## src/kvma_pkg.sv

```systemverilog
// ----------------------------------------------------------------------------
// kvma_pkg
// Shared types and constants of the multiplicity assignment block: register
// indexes and reset values, fixed widths, and the controller/datapath links.
// ----------------------------------------------------------------------------
`default_nettype none

package kvma_pkg;

	// configuration register indexes
	localparam logic CFG_Z_WEIGHT = 1'b0;
	localparam logic CFG_MAX_Z    = 1'b1;

	// configuration reset values
	localparam logic [9:0] Z_WEIGHT_RST = 10'd54;
	localparam logic [2:0] MAX_Z_RST    = 3'd5;

	// fixed widths
	localparam int DEG_W   = 14;  // weighted degree, up to 8 * 1023
	localparam int CNT_W   = 20;  // monomial count
	localparam int DVS_W   = 5;   // divisor, up to 17
	localparam int REL_X_W = 24;  // widest reliability

	localparam logic [3:0] MULT_MAX = 4'd15;

	// controller to datapath
	typedef struct packed {
		logic load;      // write the input item into the reliability store
		logic run_init;  // clear run state
		logic cnt_clr;   // zero position and symbol counters
		logic cnt_step;  // advance over the matrix, symbol inner
		logic col_step;  // advance symbol counter only
		logic pos_step;  // advance position counter only
		logic clr_wr;    // zero one multiplicity
		logic scan_rd;   // read one reliability for the argmax
		logic best_clr;  // restart the argmax
		logic m_rd;      // read multiplicity of the best entry
		logic div_rel;   // start reliability division
		logic upd;       // write back the greedy step
		logic cnt_init;  // start a monomial count
		logic cnt_next_c;
		logic cnt_div;   // capture one count term quotient
		logic cnt_acc;   // accumulate one count term
		logic d_inc;     // try the next degree
		logic col_clr;
		logic col_rd;
	} cmd_t;

	// datapath to controller
	typedef struct packed {
		logic s_last;
		logic p_last;
		logic best_zero;
		logic div_busy;
		logic c_done;
		logic a_done;
		logic n_gt_idx;
		logic d_ge_lim;
	} stat_t;

	typedef enum logic [19:0] {
		ST_IDLE      = 20'h00001,
		ST_CLR       = 20'h00002,
		ST_SCAN_INIT = 20'h00004,
		ST_SCAN      = 20'h00008,
		ST_SCAN_END  = 20'h00010,
		ST_DECIDE    = 20'h00020,
		ST_MREAD     = 20'h00040,
		ST_DIV_START = 20'h00080,
		ST_DIV_WAIT  = 20'h00100,
		ST_UPDATE    = 20'h00200,
		ST_DEG_CHECK = 20'h00400,
		ST_CNT_INIT  = 20'h00800,
		ST_CNT_TERM  = 20'h01000,
		ST_CNT_WAIT  = 20'h02000,
		ST_CNT_DONE  = 20'h04000,
		ST_OUT_INIT  = 20'h08000,
		ST_COL_INIT  = 20'h10000,
		ST_COL_READ  = 20'h20000,
		ST_COL_END   = 20'h40000,
		ST_OUT       = 20'h80000
	} state_t;

endpackage

`default_nettype wire

```

## src/kvma_ctrl.sv

```systemverilog
// ----------------------------------------------------------------------------
// kvma_ctrl
// Controller: sequences load, clearing pass, greedy steps, degree walk and
// column output.
// ----------------------------------------------------------------------------
`default_nettype none

module kvma_ctrl (
	input  logic            clk,
	input  logic            arst_n,
	input  logic            in_valid,
	input  logic            in_last,
	output logic            in_ready,
	output logic            out_valid,
	input  logic            out_ready,
	input  kvma_pkg::stat_t stat,
	output kvma_pkg::cmd_t  cmd
);
	import kvma_pkg::*;

	state_t state_q;
	state_t state_d;

	always_ff @(posedge clk or negedge arst_n) begin
		if (!arst_n) begin
			state_q <= ST_IDLE;
		end else begin
			state_q <= state_d;
		end
	end

	// next state and commands
	always_comb begin
		state_d = state_q;
		cmd     = '0;
		unique case (state_q)
			ST_IDLE: begin
				cmd.load = in_valid;
				if (in_valid && in_last) begin
					cmd.run_init = 1'b1;
					cmd.cnt_clr  = 1'b1;
					state_d      = ST_CLR;
				end
			end
			ST_CLR: begin
				cmd.clr_wr   = 1'b1;
				cmd.cnt_step = 1'b1;
				if (stat.s_last && stat.p_last) begin
					state_d = ST_SCAN_INIT;
				end
			end
			ST_SCAN_INIT: begin
				cmd.cnt_clr  = 1'b1;
				cmd.best_clr = 1'b1;
				state_d      = ST_SCAN;
			end
			ST_SCAN: begin
				cmd.scan_rd  = 1'b1;
				cmd.cnt_step = 1'b1;
				if (stat.s_last && stat.p_last) begin
					state_d = ST_SCAN_END;
				end
			end
			ST_SCAN_END: state_d = ST_DECIDE;
			ST_DECIDE: begin
				state_d = stat.best_zero ? ST_OUT_INIT : ST_MREAD;
			end
			ST_MREAD: begin
				cmd.m_rd = 1'b1;
				state_d  = ST_DIV_START;
			end
			ST_DIV_START: begin
				cmd.div_rel = 1'b1;
				state_d     = ST_DIV_WAIT;
			end
			ST_DIV_WAIT: begin
				if (!stat.div_busy) begin
					state_d = ST_UPDATE;
				end
			end
			ST_UPDATE: begin
				cmd.upd = 1'b1;
				state_d = ST_DEG_CHECK;
			end
			ST_DEG_CHECK: begin
				state_d = stat.d_ge_lim ? ST_OUT_INIT : ST_CNT_INIT;
			end
			ST_CNT_INIT: begin
				cmd.cnt_init = 1'b1;
				state_d      = ST_CNT_TERM;
			end
			ST_CNT_TERM: begin
				if (stat.c_done) begin
					state_d = ST_CNT_DONE;
				end else if (stat.a_done) begin
					cmd.cnt_next_c = 1'b1;
				end else begin
					cmd.cnt_div = 1'b1;
					state_d     = ST_CNT_WAIT;
				end
			end
			ST_CNT_WAIT: begin
				if (!stat.div_busy) begin
					cmd.cnt_acc = 1'b1;
					state_d     = ST_CNT_TERM;
				end
			end
			ST_CNT_DONE: begin
				if (stat.n_gt_idx) begin
					state_d = ST_SCAN_INIT;
				end else begin
					cmd.d_inc = 1'b1;
					state_d   = ST_DEG_CHECK;
				end
			end
			ST_OUT_INIT: begin
				cmd.cnt_clr = 1'b1;
				state_d     = ST_COL_INIT;
			end
			ST_COL_INIT: begin
				cmd.col_clr = 1'b1;
				state_d     = ST_COL_READ;
			end
			ST_COL_READ: begin
				cmd.col_rd   = 1'b1;
				cmd.col_step = 1'b1;
				if (stat.s_last) begin
					state_d = ST_COL_END;
				end
			end
			ST_COL_END: state_d = ST_OUT;
			ST_OUT: begin
				if (out_ready) begin
					if (stat.p_last) begin
						state_d = ST_IDLE;
					end else begin
						cmd.pos_step = 1'b1;
						state_d      = ST_COL_INIT;
					end
				end
			end
			default: state_d = ST_IDLE;
		endcase
	end

	assign in_ready  = (state_q == ST_IDLE);
	assign out_valid = (state_q == ST_OUT);

endmodule

`default_nettype wire
```

## config.mk

```make
export PLATFORM = sky130hd
export DESIGN_NAME = kvma_ctrl
export DESIGN_NICKNAME = d
export VERILOG_FILES = /design/src/kvma_pkg.sv /design/src/kvma_ctrl.sv
export SDC_FILE = /design/constraint.sdc
export NUM_CORES = 1
export LEC_CHECK = 0
export BUFFER_PORTS_ARGS = -buffer_cell sky130_fd_sc_hd__buf_4
export CORE_ASPECT_RATIO = 1.75
export CORE_UTILIZATION = 56
export CTS_CLUSTER_SIZE = 8
export DETAILED_ROUTE_END_ITERATION = 16
export PLACE_DENSITY = 0.84
export SLEW_MARGIN = 20
export SYNTH_ARGS = -nofsm -noshare
export SYNTH_HDL_FRONTEND = slang
export SYNTH_SLANG_ARGS = --single-unit
```

## constraint.sdc

```tcl
create_clock -name clk -period 4.17 [get_ports clk]
set_input_delay 0.6255 -clock clk [delete_from_list [all_inputs] [get_ports clk]]
set_output_delay 0.6255 -clock clk [all_outputs]
set_load 0.005 [all_outputs]
```

==> results.cfg, run 1 <==
[worst_setup_path]
critPathLaunchType = flip-flop
path_cells = nor4_1 > nand4_1 > or3_1 > nor3b_1 > buf_4
crit_family = simple AND/OR/NAND/NOR gates
slowest_delay_ns = 0.57
r2r_slack_ns = 1.78
criticalPathCategory = reg2out
critPathBufInv = 1
worstPathMaxFanout = 7
cp_data_arrival_time_ns = 2.57
cp-end-kind = output port
cp.required_ns = 3.54
cp_slowest_cell = nor4_1

[placement]
port_buffers = 33
placed_cells = 191
post-place-ws_ns = 1.34
place_hpwl_um = 2630
place_congestion = 0.811
detailed_place.area_um2 = 1540

[run]
max-cap-violations = 0

[synth]
async_reset_ff_share_pct = 100
netlist_instances = 140
synthTopCellsByArea = dfrtp_1 37%, nor2_1 4.3%, and4_1 4.0%, nor4_2 3.8%, a21o_1 2.9%
ys_seq_elements = 20
synthesis.nets = 153
synth-edff-count = 0
netlist_area_um2 = 1300
synth_cell_type_count = 44
yosysTopAreaCell = dfrtp_1
synth-main-ff-cell = dfrtp_1
avgSynthCellArea_um2 = 9.29
ys_seq_area_share_pct = 38.6
yosysWarnings = 0
yosysTopAreaCellShare_pct = 36.5

[sta]
rsz0062_at_grt = false
fin_crit_sh_pct = 76.7
setup_violations = 0
skew_ns = 0.0106
drv_slew = 0
finalHoldViolCount = 0
tns_ns = 0
worstMarginPinSlew_ns = 0.576
relSlewSlack_pct = 61.2
fin_crit_ns = 3.20
timing.fmax_mhz = 313
setup_slack_ns = 0.970

[finish]
largestRegisters = state_q (20)
drive_above_1_share_pct = 27.5
fin_nets = 185
seqCellArea_um2 = 502
regMostFlops = state_q
diodes = 0
stdcell_area_um2 = 1590
fillers = 177
syn_to_final_growth_pct = 22.4
multiInputGateArea_um2 = 734
largest_reg_flops = 20
stdcell_count = 195

[clock_network]
cts_tree = done
cts_setup_buffers = 0
cts-buffers-inserted = 3
clock_sinks = 20
cts_root_buf = clkbuf_4
clkSlewWorstSetupHoldPaths_ns = 0.12
ctsHoldBuffers = 0
htree_levels = 1
clockBufferDepth = 2
ctsResizeCount = 0
clock_latency_ns = 0.31

[grt]
grt_max_degree = 21
first_global_vias = 1290
antenna_found_initial = 0
grt_pass1_wl_um = 5530
grt_overflow_total = 0
grtUsageTotal_pct = 30.5

[floorplanning]
fp-row-count = 22
io_pins = 34
initial_core_util_pct = 60.6
dieHeight_um = 65.8
die_w_um = 38.4
die_area_um2 = 2530
core_um2 = 2150

[routing]
via_count = 1289
wl_per_cell_um = 17.1
drtPass1Iterations = 4
drc = 0
vias_per_cell = 6.61
drtAntennaViolNets = 0
initialDrtViolationCount = 49
wl_um = 3340

[pwr]
p_per_area_nw_per_um2 = 454
ir_drop_mv = 0.324
p_leak_nw = 0.810

[status]
outcome = finished, final reports clean

[hold_path]
hp-class = in2async
## worst reg2reg max path: stages, from the launching register on
cell      delay (ns)
dfrtp_1         0.46
nor4_1          0.57
and4_1          0.40
nand4b_1        0.27
a21oi_2         0.21
a2111o_2        0.27
o21ai_1         0.11
## cell type report
class / instances / area share, %
multi-input cells: 107 / 46.1
inverters: 7 / 1.65
clock inverters: 1 / 1.89
well taps: 24 / 1.89
repair buffers: 33 / 15.6
flip-flops and latches: 20 / 31.5
clock buffers: 3 / 1.41
## per-stage QoR
stage	hold slack [ns]	total power, mW	utilization (%)
after floorplan	0.330	0.475	-
after global placement	0.519	0.552	71.7
after detailed placement	0.517	0.561	71.7
after CTS	0.170	0.724	74.2
after global routing	0.178	0.771	74.2
final	0.171	0.723	74.2
## kinds of logic after synthesis
family | Yosys count | synth area share, %
simple gates | 80 | 40.9
xor+xnor | 5 | 3.37
buf+inv | 13 | 5.00
compound gates | 22 | 12.2
flops | 20 | 38.6
## synthesized netlist by cell type (4+ instances only)
cell type	instances
a21o_1	5
and4_1	6
dfrtp_1	19
inv_1	7
nand2_1	6
nand4_1	4
nor2_1	15
nor2b_1	4
nor3_1	7
nor3b_1	5
nor4_1	5
nor4_2	4
o21ai_0	5
xnor2_1	4
## worst paths after layout
kind | start | to | depth (start not counted)
setup / recovery | state_q[1] | cmd[8] | 5
hold / removal | arst_n | state_q[2] | 1
setup reg to reg | state_q[1] | state_q[12] | 6
hold reg to reg | state_q[15] | state_q[19] | 1
max in group asynchronous | arst_n | state_q[0] | 1
min in group clk | stat[5] | state_q[6] | 2
## metal layers
| layer | track usage [%] | share of wire (%) | vias up |
|---|---|---|---|
| met2 | 53.6 | 54 | 64 |
| met1 | 32.8 | 36 | 613 |
| met5 | 0 | 0 | - |
| met4 | 17.2 | 4.9 | 0 |
| met3 | 4.38 | 4.5 | 21 |
| li1 | - | - | 591 |
## power by group
group / internal [mW] / total [mW] / switching, mW
clock: 0.0973 / 0.159 / 0.0616
combinational: 0.144 / 0.325 / 0.181
sequential: 0.213 / 0.240 / 0.0265
## placed cells by master, fill, tap and decap left out, types with 5 or more instances in the layout
master / Yosys / routed
nand2_1: 6 / 6
nor2_1: 15 / 15
a21o_1: 5 / 5
dfrtp_1: 19 / 19
nor3_1: 7 / 7
o21ai_0: 5 / 5
inv_1: 7 / 7
and4_1: 6 / 6
nor4_1: 5 / 5
buf_4: 1 / 33
nor3b_1: 5 / 5
Note: power is estimated with default switching activity, not from simulation.
==> inputs of run 2 (changes only) <==
--- a/config.mk
+++ b/config.mk
@@ -5,12 +5,13 @@
 export SDC_FILE = /design/constraint.sdc
 export NUM_CORES = 1
 export LEC_CHECK = 0
+export ABC_AREA = 1
 export BUFFER_PORTS_ARGS = -buffer_cell sky130_fd_sc_hd__buf_4
 export CORE_ASPECT_RATIO = 1.75
-export CORE_UTILIZATION = 56
+export CORE_UTILIZATION = 49
 export CTS_CLUSTER_SIZE = 8
 export DETAILED_ROUTE_END_ITERATION = 16
-export PLACE_DENSITY = 0.84
+export PLACE_DENSITY = 0.76
 export SLEW_MARGIN = 20
 export SYNTH_ARGS = -nofsm -noshare
 export SYNTH_HDL_FRONTEND = slang
==> constraint.sdc (replaced) <==
create_clock -name clk -period 2.57 [get_ports clk]
set_input_delay 0.3855 -clock clk [delete_from_list [all_inputs] [get_ports clk]]
set_output_delay 0.3855 -clock clk [all_outputs]
set_load 0.005 [all_outputs]
==> run 2 against run 1 <==
Against the previous run:
- the run now ends with hold timing left
- sequential cell count is the same
- critical path depth up 2
- synthesized area is 18% higher
- non-clock buffer count did not move
- count of clock-buffer cells in the layout is 1 higher
==> results.cfg, run 2 <==
[worst_setup_path]
r2r_cells = 10
cp.required_ns = 2.18
crit_family = simple AND/OR/NAND/NOR gates
criticalPathCategory = reg2out
worstPathMaxFanout = 6
cp_slowest_cell = dfrtp_1
r2r-end = state_q[2]
critPathLaunchType = flip-flop
path_cells = nor2_2 > nand2_4 > inv_1 > nand3_2 > nor3b_1 > nand3b_1 > buf_4
r2r_slack_ns = 0.60
slowest_delay_ns = 0.42
cp_data_arrival_time_ns = 1.88
critPathBufInv = 2
r2r-start = state_q[1]
cp-end-kind = output port

[placement]
place_hpwl_um = 3110
port_buffers = 33
detailed_place.area_um2 = 1800
place_congestion = 0.879

[clock_network]
clock_latency_ns = 0.26
cts_root_buf = clkbuf_8
cts_setup_buffers = 0
htree_levels = 1
cts-buffers-inserted = 3
clockBufferDepth = 2
clkSlewWorstSetupHoldPaths_ns = 0.07
clock_sinks = 20
ctsHoldBuffers = 0
ctsResizeCount = 0
cts_tree = done

[grt]
grt_max_degree = 21
first_global_vias = 1445
grt_pass1_wl_um = 6250
antenna_found_initial = 0
grtUsageMet3_pct = 1.67
grtUsageTotal_pct = 24.5
grt_use_met1_pct = 27.9
met2_usage_pct = 43.1
grt_busiest_layer = met2
grt_overflow_total = 0

[routing]
initialDrtViolationCount = 71
drc = 0
wl_um = 3760
vias_per_cell = 5.05
drtAntennaViolNets = 0
wl_per_cell_um = 12.1
via_count = 1577
drtPass1Iterations = 6

[finish]
stdcell_area_um2 = 1860
syn_to_final_growth_pct = 21.5
largestRegisters = state_q (20)
most-common-layout-cells = 49 x inv_1, 49 x nand2_1, 36 x nor2_1
fin_nets = 284
regMostFlops = state_q
diodes = 0
drive_above_1_share_pct = 24.1
largest_reg_flops = 20

[synth]
avgSynthCellArea_um2 = 6.48
netlist_instances = 236
synth-main-ff-cell = dfrtp_1
yosysTopAreaCellShare_pct = 31.1
ys_seq_area_share_pct = 32.8
yosysTopAreaCell = dfrtp_1
synth_cell_type_count = 23
synthesis.nets = 249
yosysWarnings = 0
synth-edff-count = 0
netlist_area_um2 = 1530
async_reset_ff_share_pct = 100
netlist_top_cells_count = 49 x inv_1, 49 x nand2_1, 36 x nor2_1
synthTopCellsByArea = dfrtp_1 31%, inv_1 12%, nand2_1 12%, nor2_1 8.8%, nand3_1 6.2%
ys_seq_elements = 20

[floorplanning]
die_w_um = 44.2
initial_core_util_pct = 51.7
io_pins = 34
core_um2 = 2960
die_area_um2 = 3360
fp-row-count = 26
dieHeight_um = 75.9

[pwr]
p_leak_nw = 1.14
p_per_area_nw_per_um2 = 638
ir_drop_mv = 0.525

[status]
outcome = finished, violations left
violations = hold timing

[sta]
fin_crit_ns = 2.27
setup_violations = 0
fin_crit_sh_pct = 88.2
holdWs_ns = -0.0194
skew_ns = 0.00136
finalHoldViolCount = 19
worstMarginPinSlew_ns = 0.340
tns_ns = 0
rsz0062_at_grt = false
drv_slew = 0
timing.fmax_mhz = 441
relSlewSlack_pct = 77.3

[hold_path]
hp-class = in2async

[run]
max-cap-violations = 0
-- run 2: report_power, final --
| part | internal, mW | switching (mW) | leakage (nW) |
|---|---|---|---|
| logic | 0.199 | 0.371 | 0.842 |
| clock network | 0.137 | 0.109 | 0.0288 |
| registers | 0.351 | 0.0203 | 0.274 |
-- run 2: kinds of logic after synthesis --
kind of cell    synth area share [%]
compound gates                  3.11
flops                           32.8
buf+inv                         14.5
simple gates                    49.6
-- run 2: final cells by class --
class                           instances  area (µm²)
Fill cell                             305        1100
Multi-Input combinational cell        161         807
Clock buffer                            4        55.1
Tap cell                               42        52.6
Sequential cell                        20         502
Inverter                               52         195
Timing Repair Buffer                   33         248
-- run 2: worst max-delay path by stage --
stage	startpoint	endpoint	slack, ns	depth (start not counted)
global placement	state_q[15]	cmd[16]	0.63	7
global route	state_q[1]	cmd[13]	0.16	8
detailed placement	state_q[15]	cmd[16]	0.60	7
floorplan	state_q[15]	cmd[16]	0.83	6
finish	state_q[8]	cmd[16]	0.30	7
CTS	state_q[15]	cmd[16]	0.30	7
-- run 2: worst reg2reg max path: stages (launching register included) --
cell	delay, ns
dfrtp_1	0.39
nor2_1	0.19
nand2_1	0.14
nor2_4	0.30
nand2_1	0.12
nor2_2	0.11
nand2_2	0.08
nor2_4	0.11
nor2_1	0.07
nand3_2	0.21
nor2_1	0.11
-- run 2: routing by layer --
| metal | routed length (µm) | vias to the layer above |
|---|---|---|
| li1 | - | 796 |
| met1 | 1470 | 713 |
| met2 | 1950 | 57 |
| met3 | 178 | 11 |
| met4 | 159 | 0 |
| met5 | 0 | - |
-- run 2: metrics by stage --
step / worst slack (ns) / util [%] / power [mW] / cells / hold slack (ns)
finish: 0.304 / 62.8 / 1.19 / 312 / -0.0194
global placement: 0.628 / 60.9 / 0.936 / 308 / 0.280
global route: 0.156 / 62.8 / 1.27 / 312 / 0.00647
CTS: 0.298 / 62.8 / 1.19 / 312 / 0.000988
detailed placement: 0.597 / 60.9 / 0.946 / 308 / 0.283
floorplan: 0.826 / - / 0.798 / 236 / 0.0899
